<file path="src/rtl/ogd_pkg.sv">
// ----------------------------------------------------------------------------
// ogd_pkg: shared constants for the octile grid distance block
// Field widths of the ports and the step costs in tenths of a step.
// ----------------------------------------------------------------------------
package ogd_pkg;

  // Port field widths.
  localparam int unsigned INDEX_FIELD_W = 24;
  localparam int unsigned DIST_W        = 28;
  localparam int unsigned CFG_W         = 13;

  // Largest distance the result field can carry.
  localparam logic [DIST_W-1:0] DIST_MAX = 28'hFFF_FFFF;

  // Step costs in tenths: a diagonal step is 1.4, a straight step is 1.0.
  localparam int unsigned DIAG_TENTHS     = 14;
  localparam int unsigned STRAIGHT_TENTHS = 10;

endpackage

</file>
<file path="src/rtl/ogd_front.sv">
// ----------------------------------------------------------------------------
// ogd_front: input stage and row width register
// Captures each item, trims the indices to the working width and hands the
// item to the queue. Also holds the clamped row width used by the divider.
// ----------------------------------------------------------------------------
module ogd_front #(
  parameter int unsigned INDEX_BITS = 24,
  parameter int unsigned WIDTH_BITS = 12
) (
  input  logic                               clk,
  input  logic                               rst_n,
  input  logic                               cfg_we,
  input  logic [ogd_pkg::CFG_W-1:0]          cfg_wdata,
  input  logic                               in_valid,
  output logic                               in_stall,
  input  logic [ogd_pkg::INDEX_FIELD_W-1:0]  in_first_index,
  input  logic [ogd_pkg::INDEX_FIELD_W-1:0]  in_second_index,
  output logic                               push_valid,
  input  logic                               push_full,
  output logic [2*INDEX_BITS-1:0]            push_data,
  output logic [WIDTH_BITS:0]                eff_width
);

  // Width wide enough to compare the written value with the row width limit.
  localparam int unsigned EW = (WIDTH_BITS + 1 > ogd_pkg::CFG_W) ?
                               WIDTH_BITS + 1 : ogd_pkg::CFG_W;

  logic                  front_valid_r, front_valid_nxt;
  logic [INDEX_BITS-1:0] first_r, second_r;
  logic [WIDTH_BITS:0]   width_r, width_nxt;
  logic [EW-1:0]         cfg_ext;
  logic [EW-1:0]         width_lim;
  logic                  load;
  logic                  push;

  // Handshake: the stage holds one item and frees itself when the queue takes it.
  assign push     = front_valid_r && !push_full;
  assign in_stall = front_valid_r && push_full;
  assign load     = in_valid && !in_stall;

  always_comb begin
    front_valid_nxt = front_valid_r;
    if (load) begin
      front_valid_nxt = 1'b1;
    end else if (push) begin
      front_valid_nxt = 1'b0;
    end
  end

  // Row width clamp: zero counts as one, anything above the limit as the limit.
  assign cfg_ext   = EW'(cfg_wdata);
  assign width_lim = EW'(1) << WIDTH_BITS;

  always_comb begin
    width_nxt = width_r;
    if (cfg_we) begin
      if (cfg_ext == '0) begin
        width_nxt = (WIDTH_BITS + 1)'(1);
      end else if (cfg_ext > width_lim) begin
        width_nxt = width_lim[WIDTH_BITS:0];
      end else begin
        width_nxt = cfg_ext[WIDTH_BITS:0];
      end
    end
  end

  always_ff @(posedge clk) begin
    if (!rst_n) begin
      front_valid_r <= 1'b0;
      width_r       <= (WIDTH_BITS + 1)'(1);
    end else begin
      front_valid_r <= front_valid_nxt;
      width_r       <= width_nxt;
    end
  end

  // Indices are reduced to the working index width on capture.
  always_ff @(posedge clk) begin
    if (load) begin
      first_r  <= INDEX_BITS'(in_first_index);
      second_r <= INDEX_BITS'(in_second_index);
    end
  end

  assign push_valid = push;
  assign push_data  = {first_r, second_r};
  assign eff_width  = width_r;

`ifndef ASSERT_OFF
  // The divider must never see a zero or oversized row width.
  a_width_range: assert property (@(posedge clk) disable iff (!rst_n)
    (width_r != '0) && ({1'b0, width_r} <= ((WIDTH_BITS + 2)'(1) << WIDTH_BITS)))
    else $error("row width out of range");

  // The input is held back only while an item waits for a full queue.
  a_stall_holds_item: assert property (@(posedge clk) disable iff (!rst_n)
    in_stall |-> (front_valid_r && push_full))
    else $error("input stalled without a waiting item");
`endif

endmodule

</file>
<file path="src/rtl/ogd_queue.sv">
// ----------------------------------------------------------------------------
// ogd_queue: short item queue
// Small first-in first-out buffer between the front and back stages, so that
// either side can stall without stopping the other at once.
// ----------------------------------------------------------------------------
module ogd_queue #(
  parameter int unsigned DATA_W = 48,
  parameter int unsigned DEPTH  = 2
) (
  input  logic              clk,
  input  logic              rst_n,
  input  logic              push,
  input  logic [DATA_W-1:0] push_data,
  output logic              full,
  input  logic              pop,
  output logic [DATA_W-1:0] pop_data,
  output logic              not_empty
);

  localparam int unsigned PW = (DEPTH > 1) ? $clog2(DEPTH) : 1;
  localparam int unsigned CW = $clog2(DEPTH + 1);

  logic [DATA_W-1:0] mem_r [DEPTH];
  logic [PW-1:0]     wr_ptr_r, wr_ptr_nxt;
  logic [PW-1:0]     rd_ptr_r, rd_ptr_nxt;
  logic [CW-1:0]     count_r, count_nxt;

  assign full      = (count_r == CW'(DEPTH));
  assign not_empty = (count_r != '0);
  assign pop_data  = mem_r[rd_ptr_r];

  // Pointer wrap and fill count.
  always_comb begin
    wr_ptr_nxt = wr_ptr_r;
    rd_ptr_nxt = rd_ptr_r;
    if (push) begin
      wr_ptr_nxt = (wr_ptr_r == PW'(DEPTH - 1)) ? '0 : wr_ptr_r + PW'(1);
    end
    if (pop) begin
      rd_ptr_nxt = (rd_ptr_r == PW'(DEPTH - 1)) ? '0 : rd_ptr_r + PW'(1);
    end
    unique case ({push, pop})
      2'b10:   count_nxt = count_r + CW'(1);
      2'b01:   count_nxt = count_r - CW'(1);
      default: count_nxt = count_r;
    endcase
  end

  always_ff @(posedge clk) begin
    if (!rst_n) begin
      wr_ptr_r <= '0;
      rd_ptr_r <= '0;
      count_r  <= '0;
    end else begin
      wr_ptr_r <= wr_ptr_nxt;
      rd_ptr_r <= rd_ptr_nxt;
      count_r  <= count_nxt;
    end
  end

  // Storage write.
  always_ff @(posedge clk) begin
    if (push) begin
      mem_r[wr_ptr_r] <= push_data;
    end
  end

`ifndef ASSERT_OFF
  // The fill count never passes the depth.
  a_count_bound: assert property (@(posedge clk) disable iff (!rst_n)
    count_r <= CW'(DEPTH))
    else $error("queue count above depth");

  // Nothing is taken from an empty queue.
  a_no_pop_empty: assert property (@(posedge clk) disable iff (!rst_n)
    pop |-> (count_r != '0))
    else $error("pop from empty queue");
`endif

endmodule

</file>
<file path="src/rtl/ogd_back.sv">
// ----------------------------------------------------------------------------
// ogd_back: divider pipeline and distance stage
// Splits both indices into row and column with a pipelined restoring divider,
// one quotient bit per stage, then forms the octile distance in tenths.
// ----------------------------------------------------------------------------
module ogd_back #(
  parameter int unsigned INDEX_BITS = 24,
  parameter int unsigned WIDTH_BITS = 12
) (
  input  logic                        clk,
  input  logic                        rst_n,
  input  logic                        q_valid,
  input  logic [2*INDEX_BITS-1:0]     q_data,
  output logic                        q_pop,
  input  logic [WIDTH_BITS:0]         eff_width,
  output logic                        out_valid,
  input  logic                        out_stall,
  output logic [ogd_pkg::DIST_W-1:0]  out_distance_tenths
);

  localparam int unsigned IB = INDEX_BITS;
  localparam int unsigned WB = WIDTH_BITS;
  localparam int unsigned MW = (IB > WB) ? IB : WB;
  localparam int unsigned DW = MW + 4;
  localparam int unsigned CW = (DW > ogd_pkg::DIST_W) ? DW : ogd_pkg::DIST_W;
  localparam logic [DW-1:0] STRAIGHT_K = DW'(ogd_pkg::STRAIGHT_TENTHS);
  localparam logic [DW-1:0] EXTRA_K    = DW'(ogd_pkg::DIAG_TENTHS - ogd_pkg::STRAIGHT_TENTHS);

  logic          adv;
  logic [IB-1:0] q_first, q_second;

  // Divider stage registers: shifting dividend/quotient and partial remainder.
  logic          v_r   [IB];
  logic [IB-1:0] dqa_r [IB];
  logic [IB-1:0] dqb_r [IB];
  logic [WB-1:0] ra_r  [IB];
  logic [WB-1:0] rb_r  [IB];

  // Difference, ordering and output stages.
  logic          x_v_r;
  logic [WB-1:0] dx_r;
  logic [IB-1:0] dy_r;
  logic          y_v_r;
  logic [MW-1:0] lo_r, hi_r;
  logic          out_valid_r;
  logic [ogd_pkg::DIST_W-1:0] out_dist_r;

  logic [MW-1:0] dx_ext, dy_ext;
  logic [DW-1:0] dist_raw;
  logic [CW-1:0] dist_cmp;
  logic [ogd_pkg::DIST_W-1:0] dist_sat;

  // The whole pipeline moves together unless a finished result is held.
  assign adv      = !out_valid_r || !out_stall;
  assign q_pop    = adv && q_valid;
  assign q_first  = q_data[2*IB-1:IB];
  assign q_second = q_data[IB-1:0];

  // One restoring division step per stage for both indices.
  for (genvar k = 0; k < IB; k++) begin : g_div
    logic          vi;
    logic [IB-1:0] dqa_i, dqb_i;
    logic [WB-1:0] ra_i, rb_i;
    logic [WB:0]   ta, tb;
    logic          ga, gb;

    if (k == 0) begin : g_head
      assign vi    = q_pop;
      assign dqa_i = q_first;
      assign dqb_i = q_second;
      assign ra_i  = '0;
      assign rb_i  = '0;
    end else begin : g_body
      assign vi    = v_r[k-1];
      assign dqa_i = dqa_r[k-1];
      assign dqb_i = dqb_r[k-1];
      assign ra_i  = ra_r[k-1];
      assign rb_i  = rb_r[k-1];
    end

    assign ta = {ra_i, dqa_i[IB-1]};
    assign tb = {rb_i, dqb_i[IB-1]};
    assign ga = (ta >= eff_width);
    assign gb = (tb >= eff_width);

    always_ff @(posedge clk) begin
      if (!rst_n) begin
        v_r[k] <= 1'b0;
      end else if (adv) begin
        v_r[k] <= vi;
      end
    end

    always_ff @(posedge clk) begin
      if (adv) begin
        dqa_r[k] <= {dqa_i[IB-2:0], ga};
        dqb_r[k] <= {dqb_i[IB-2:0], gb};
        ra_r[k]  <= ga ? WB'(ta - eff_width) : ta[WB-1:0];
        rb_r[k]  <= gb ? WB'(tb - eff_width) : tb[WB-1:0];
      end
    end
  end

  // Column and row differences, then their ordering.
  assign dx_ext = MW'(dx_r);
  assign dy_ext = MW'(dy_r);

  // Distance: 14*lo + 10*(hi - lo) folds to 10*hi + 4*lo, then saturates.
  assign dist_raw = DW'(STRAIGHT_K * DW'(hi_r)) + DW'(EXTRA_K * DW'(lo_r));
  assign dist_cmp = CW'(dist_raw);
  assign dist_sat = (dist_cmp > CW'(ogd_pkg::DIST_MAX)) ? ogd_pkg::DIST_MAX :
                    ogd_pkg::DIST_W'(dist_raw);

  always_ff @(posedge clk) begin
    if (!rst_n) begin
      x_v_r       <= 1'b0;
      y_v_r       <= 1'b0;
      out_valid_r <= 1'b0;
    end else if (adv) begin
      x_v_r       <= v_r[IB-1];
      y_v_r       <= x_v_r;
      out_valid_r <= y_v_r;
    end
  end

  always_ff @(posedge clk) begin
    if (adv) begin
      dx_r       <= (ra_r[IB-1] > rb_r[IB-1]) ? ra_r[IB-1] - rb_r[IB-1]
                                              : rb_r[IB-1] - ra_r[IB-1];
      dy_r       <= (dqa_r[IB-1] > dqb_r[IB-1]) ? dqa_r[IB-1] - dqb_r[IB-1]
                                                : dqb_r[IB-1] - dqa_r[IB-1];
      lo_r       <= (dx_ext < dy_ext) ? dx_ext : dy_ext;
      hi_r       <= (dx_ext < dy_ext) ? dy_ext : dx_ext;
      out_dist_r <= dist_sat;
    end
  end

  assign out_valid           = out_valid_r;
  assign out_distance_tenths = out_dist_r;

`ifndef ASSERT_OFF
  // A finished division leaves both remainders below the row width.
  a_rem_below_width: assert property (@(posedge clk) disable iff (!rst_n)
    v_r[IB-1] |-> (({1'b0, ra_r[IB-1]} < eff_width) && ({1'b0, rb_r[IB-1]} < eff_width)))
    else $error("divider remainder not below row width");

  // Column difference can never reach the row width.
  a_dx_below_width: assert property (@(posedge clk) disable iff (!rst_n)
    x_v_r |-> ({1'b0, dx_r} < eff_width))
    else $error("column difference not below row width");
`endif

endmodule

</file>
<file path="src/rtl/octile_grid_distance_top.sv">
// ----------------------------------------------------------------------------
// octile_grid_distance_top: octile distance between two grid cells
// Splits two row-major cell indices into row and column by the configured
// row width and returns their octile distance in tenths of a step.
// ----------------------------------------------------------------------------
// Usage:
//   Input channel in_*: one item is a pair of linear cell indices, taken at a
//   clock edge where in_valid is high and in_stall is low.
//   Result channel out_*: one distance per item, in item order, taken at an
//   edge where out_valid is high and out_stall is low.
//   cfg_we/cfg_wdata write the row width; write it only while the block is
//   idle. Zero counts as one and values above 2**WIDTH_BITS are clamped.
// Timing:
//   A new item can be accepted every cycle while out_stall is low. An item
//   passes the input stage, the queue and the divider pipeline, which
//   retires one quotient bit per stage for both indices in parallel, then
//   the difference, ordering and output registers.
// Reset (rst_n low, synchronous): the pipeline and queue empty, no result is
//   shown and the row width returns to one.
// Back-pressure: while out_stall holds a result, the divider pipeline
//   freezes; the two-entry queue and the input stage then fill and in_stall
//   rises. Nothing is lost or repeated.
// ----------------------------------------------------------------------------
module octile_grid_distance_top #(
  parameter int unsigned INDEX_BITS = 24,
  parameter int unsigned WIDTH_BITS = 12
) (
  input  logic                               clk,
  input  logic                               rst_n,
  input  logic                               cfg_we,
  input  logic [ogd_pkg::CFG_W-1:0]          cfg_wdata,
  input  logic                               in_valid,
  output logic                               in_stall,
  input  logic [ogd_pkg::INDEX_FIELD_W-1:0]  in_first_index,
  input  logic [ogd_pkg::INDEX_FIELD_W-1:0]  in_second_index,
  output logic                               out_valid,
  input  logic                               out_stall,
  output logic [ogd_pkg::DIST_W-1:0]         out_distance_tenths
);

  localparam int unsigned QW = 2 * INDEX_BITS;

  logic                push;
  logic                q_full;
  logic [QW-1:0]       push_data;
  logic                q_pop;
  logic                q_not_empty;
  logic [QW-1:0]       pop_data;
  logic [WIDTH_BITS:0] eff_width;

  // Front: input capture and row width register.
  ogd_front #(
    .INDEX_BITS (INDEX_BITS),
    .WIDTH_BITS (WIDTH_BITS)
  ) u_front (
    .clk             (clk),
    .rst_n           (rst_n),
    .cfg_we          (cfg_we),
    .cfg_wdata       (cfg_wdata),
    .in_valid        (in_valid),
    .in_stall        (in_stall),
    .in_first_index  (in_first_index),
    .in_second_index (in_second_index),
    .push_valid      (push),
    .push_full       (q_full),
    .push_data       (push_data),
    .eff_width       (eff_width)
  );

  // Queue between front and back.
  ogd_queue #(
    .DATA_W (QW),
    .DEPTH  (2)
  ) u_queue (
    .clk       (clk),
    .rst_n     (rst_n),
    .push      (push),
    .push_data (push_data),
    .full      (q_full),
    .pop       (q_pop),
    .pop_data  (pop_data),
    .not_empty (q_not_empty)
  );

  // Back: divider pipeline and distance output.
  ogd_back #(
    .INDEX_BITS (INDEX_BITS),
    .WIDTH_BITS (WIDTH_BITS)
  ) u_back (
    .clk                 (clk),
    .rst_n               (rst_n),
    .q_valid             (q_not_empty),
    .q_data              (pop_data),
    .q_pop               (q_pop),
    .eff_width           (eff_width),
    .out_valid           (out_valid),
    .out_stall           (out_stall),
    .out_distance_tenths (out_distance_tenths)
  );

endmodule

</file>
<file path="config.mk">
export PLATFORM = sky130hd
export DESIGN_NAME = octile_grid_distance_top
export DESIGN_NICKNAME = d
export VERILOG_FILES = /design/src/rtl/ogd_pkg.sv /design/src/rtl/ogd_front.sv /design/src/rtl/ogd_queue.sv /design/src/rtl/ogd_back.sv /design/src/rtl/octile_grid_distance_top.sv
export SDC_FILE = /design/constraint.sdc
export NUM_CORES = 2
export LEC_CHECK = 0
export BUFFER_PORTS_ARGS = -buffer_cell sky130_fd_sc_hd__buf_2
export CAP_MARGIN = 40
export CORE_MARGIN = 2
export CORE_UTILIZATION = 40
export CTS_CLUSTER_DIAMETER = 200
export DETAILED_ROUTE_END_ITERATION = 8
export PLACE_DENSITY_LB_ADDON = 0.12
export RECOVER_POWER = 100
export SLEW_MARGIN = 20
export SYNTH_ARGS = -nofsm -noshare
export SYNTH_HDL_FRONTEND = slang
export SYNTH_SLANG_ARGS = --single-unit
export TNS_END_PERCENT = 50
</file>
<file path="constraint.sdc">
create_clock -name clk -period 181.9 [get_ports clk]
set_input_delay 18.19 -clock clk [delete_from_list [all_inputs] [get_ports clk]]
set_output_delay 18.19 -clock clk [all_outputs]
set_load 0.01 [all_outputs]
</file>
==> reports/results.tsv <==
stage	metric	value	unit
cells_and_area	syn_to_final_growth	12.2	%
placed_design	dp_hpwl	135	mm
cells_and_area	multiInputGateArea	36100	um2
clocking	cts_setup_buffers	0	
worst_setup_path	crit_type	in -> reg	
floorplanning	start_util	40.2	%
synth	synth_top_area_share	60.8	%
clocking	h-tree-depth	4	
timing	worstMarginPinSlew	9710	ps
floorplanning	die_width	502	um
global_route	grt_pass1_wl	314	mm
routing	met3_wirelength	6.12	mm
timing	fin_setup_tns	0	ps
worst_setup_path	start_kind	primary input	
clocking	cts_buffers	221	
timing	fmax	30.4	MHz
timing	final.min_clock_period	32860	ps
synth	syn_area	99000	um2
synth	synth-xor-area-share	3.21	%
worst_setup_path	critPathMaxFanout	117	
routing	vias	57360	
global_route	grt_max_degree	194	
placed_design	gp_congestion	0.843	
floorplanning	rows	182	
synth	synth.avg_cell_area	13.4	um2
global_route	grtUsageTotal	15.7	%
placed_design	place_area	104000	um2
timing	fin_crit_sh	18.1	%
floorplanning	die-area	252000	um2
run_status	violations	max-capacitance violations, max-slew violations	
pwr	leakagePower	43.0	nW
timing	finalSetupViolations	0	
synth	ys.flop_type	edfxtp_1	
synth	synth-compound-area-share	9.04	%
global_route	antenna_found_initial	2	
synth	synth_top_family_by_area	adder cells	
floorplanning	io_pins	96	
worst_setup_path	arrival	33210	ps
run_status	status	finished with violations	
timing	relSlewSlack	-547	%
timing	fin_skew	81.2	ps
synth	postSynthCellCount	7375	
flow_run	maxCapViolCount	36	
clocking	worstSkewPairLatency	870	ps
routing	top_layer	met4	
clocking	ctsLongestPathBuffers	3	
clocking	postCtsHoldBufs	0	
worst_setup_path	endpoint_kind	register	
clocking	cts_resized	0	
clocking	clock-root-buffer	clkbuf_16	
routing	dr.pass1.iters	7	
floorplanning	core_region_area	246000	um2
synth	synthDistinctLibCells	91	
synth	synth.most_common_cell	edfxtp_1	
routing	met1_length	91.3	mm
timing	final-hold-violation-count	0	
routing	wl	200	mm
global_route	grt_overflow	0	
cells_and_area	nFillCells	22021	
synth	synthArstFlopShare	0	%
cells_and_area	final_layout_size_suffix_gt1_share	9.86	%
pwr	p_per_area	21.3	nW/um2
synth	yosysWarnings	0	
hold_path	hp-class	reg -> reg	
routing	post_drt_wl_per_cell	17.8	um
timing	slew_violations	2139	
placed_design	portBuffers	94	
synth	synth_fa_ha_area_share	10.6	%
placed_design	dp_cells	10771	
synth	muxShareOfSynthArea	5.07	%
cells_and_area	final-seq-area	60700	um2
synth	ys_top_cells_by_count	2,006 x edfxtp_1, 755 x ha_1, 471 x nand2_1	
floorplanning	fp.dieH	502	um
cells_and_area	stdcell_area	111000	um2
synth	yosys_register_bits	2029	
clocking	clk_pin_slew_worst_paths	60	ps
worst_setup_path	crit_required	182250	ps
cells_and_area	nets	8563	
routing	drt_iter0_markers	3602	
synth	yosys.area_share.simple	8.55	%
clocking	clock-sinks	2029	
synth	synth-edff-count	2006	
pwr	max-vdd-ir-drop	0.0000129	V
routing	drc	0	
routing	routed_via_density	5.13	
synth	ys_top_cells_by_area	edfxtp_1 61%, ha_1 9.5%, mux2_2 4.1%	
timing	rsz0062_at_grt	false	
routing	wl_met2	97.2	mm
routing	ant_nets	0	
synth	seq_area_frac_synth	61.3	%
synth	synth_area_leader_cell	edfxtp_1	
cells_and_area	instances_no_fill	11188	
clocking	cts_tree	done	
global_route	grt_pass1_vias	56929	
==> where the power goes <==
group	internal, mW	switching [mW]
clock network	0.266	0.189
registers	0.792	0.0853
logic	0.466	0.570
total	1.52	0.845
==> stage by stage <==
step / hold slack, ps / util [%] / setup WS, ps / power [mW]
final: 361 / 45.1 / 149040 / 2.37
after global routing: 374 / 45.1 / 147100 / 2.56
after detailed placement: 405 / 42.3 / 158690 / 1.94
after floorplan: 400 / - / 109840 / 1.68
after CTS: 360 / 45.3 / 159610 / 2.41
after global placement: 400 / 42.2 / 158390 / 1.92
==> area by class of cell <==
type	count	share of cell area [%]
multi-input combinational	4790	32.5
clock buffer	266	5.16
timing repair buffer	197	0.854
sequential	2029	54.6
antenna	2	0.00451
tap	3312	3.73
clock inverter	141	1.61
inverter	451	1.52
==> worst max-delay path, stage by stage <==
cell and delay, ps:
buf_2 90, and2_0 270, clkinvlp_2 2790, clkbuf_1 2460, clkbuf_1 1490, clkbuf_1 1840
clkbuf_1 800, clkbuf_1 2340, clkbuf_1 300, clkbuf_1 2380
==> per-layer routing <==
| metal | global-route usage (%) | up-vias |
|---|---|---|
| met2 | 26.9 | 812 |
| met1 | 20.7 | 27767 |
| li1 | - | 28467 |
| met3 | 2.20 | 314 |
| met4 | 4.56 | 0 |
| met5 | 0 | - |
==> cell usage in the layout, fill, tap and decap left out, drive strengths merged, types with 165 or more instances in the layout <==
cell	instances
inv	454
ha	755
edfxtp	2006
nor2b	170
o21ai	400
xnor2	248
clkbuf	374
a21oi	361
nor3	165
nor2	410
nand2	475
mux2	362
==> final timing paths <==
| kind | endpoint | from | depth (start not counted) | slack [ps] |
|---|---|---|---|---|
| max | u_back.dqa_r[2][160]$_DFFE_PP_ | out_stall | 10 | 149040 |
| min | u_back.dqb_r[2][97]$_DFFE_PP_ | u_back.dqb_r[2][72]$_DFFE_PP_ | 0 | 360 |
| max reg2reg | u_back.dqa_r[2][160]$_DFFE_PP_ | u_back.out_valid$_SDFFE_PN0P_ | 9 | 166150 |
| min reg2reg | u_back.dqb_r[2][97]$_DFFE_PP_ | u_back.dqb_r[2][72]$_DFFE_PP_ | 0 | 360 |
==> sequential cells by signal, summed over array words and instances, names as in the netlist, named ones only <==
name / cells
u_back.dqa_r: 576
u_back.dqb_r: 576
u_back.ra_r: 288
u_back.rb_r: 288
u_queue.mem_r: 96
u_back.out_distance_tenths: 27
u_back.dy_ext: 24
u_back.hi_r: 24
u_back.lo_r: 24
u_back.v_r: 24
u_front.first_r: 24
u_front.second_r: 24
u_front.eff_width: 13
u_back.dx_r: 12
u_queue.count_r: 2
u_back.out_valid: 1
u_back.x_v_r: 1
u_back.y_v_r: 1
u_front.front_valid_r: 1
u_queue.rd_ptr_r: 1
u_queue.wr_ptr_r: 1
==> logic make-up after synthesis <==
group	after synthesis
DFF	2029
and+or+nand+nor	1736
AOI/OAI and AO/OA	1414
adders and majority gates	808
buffers and inverters	568
muxes	456
xor gates and xnor gates	363
other	1
Power figures use the tool's default switching activity.
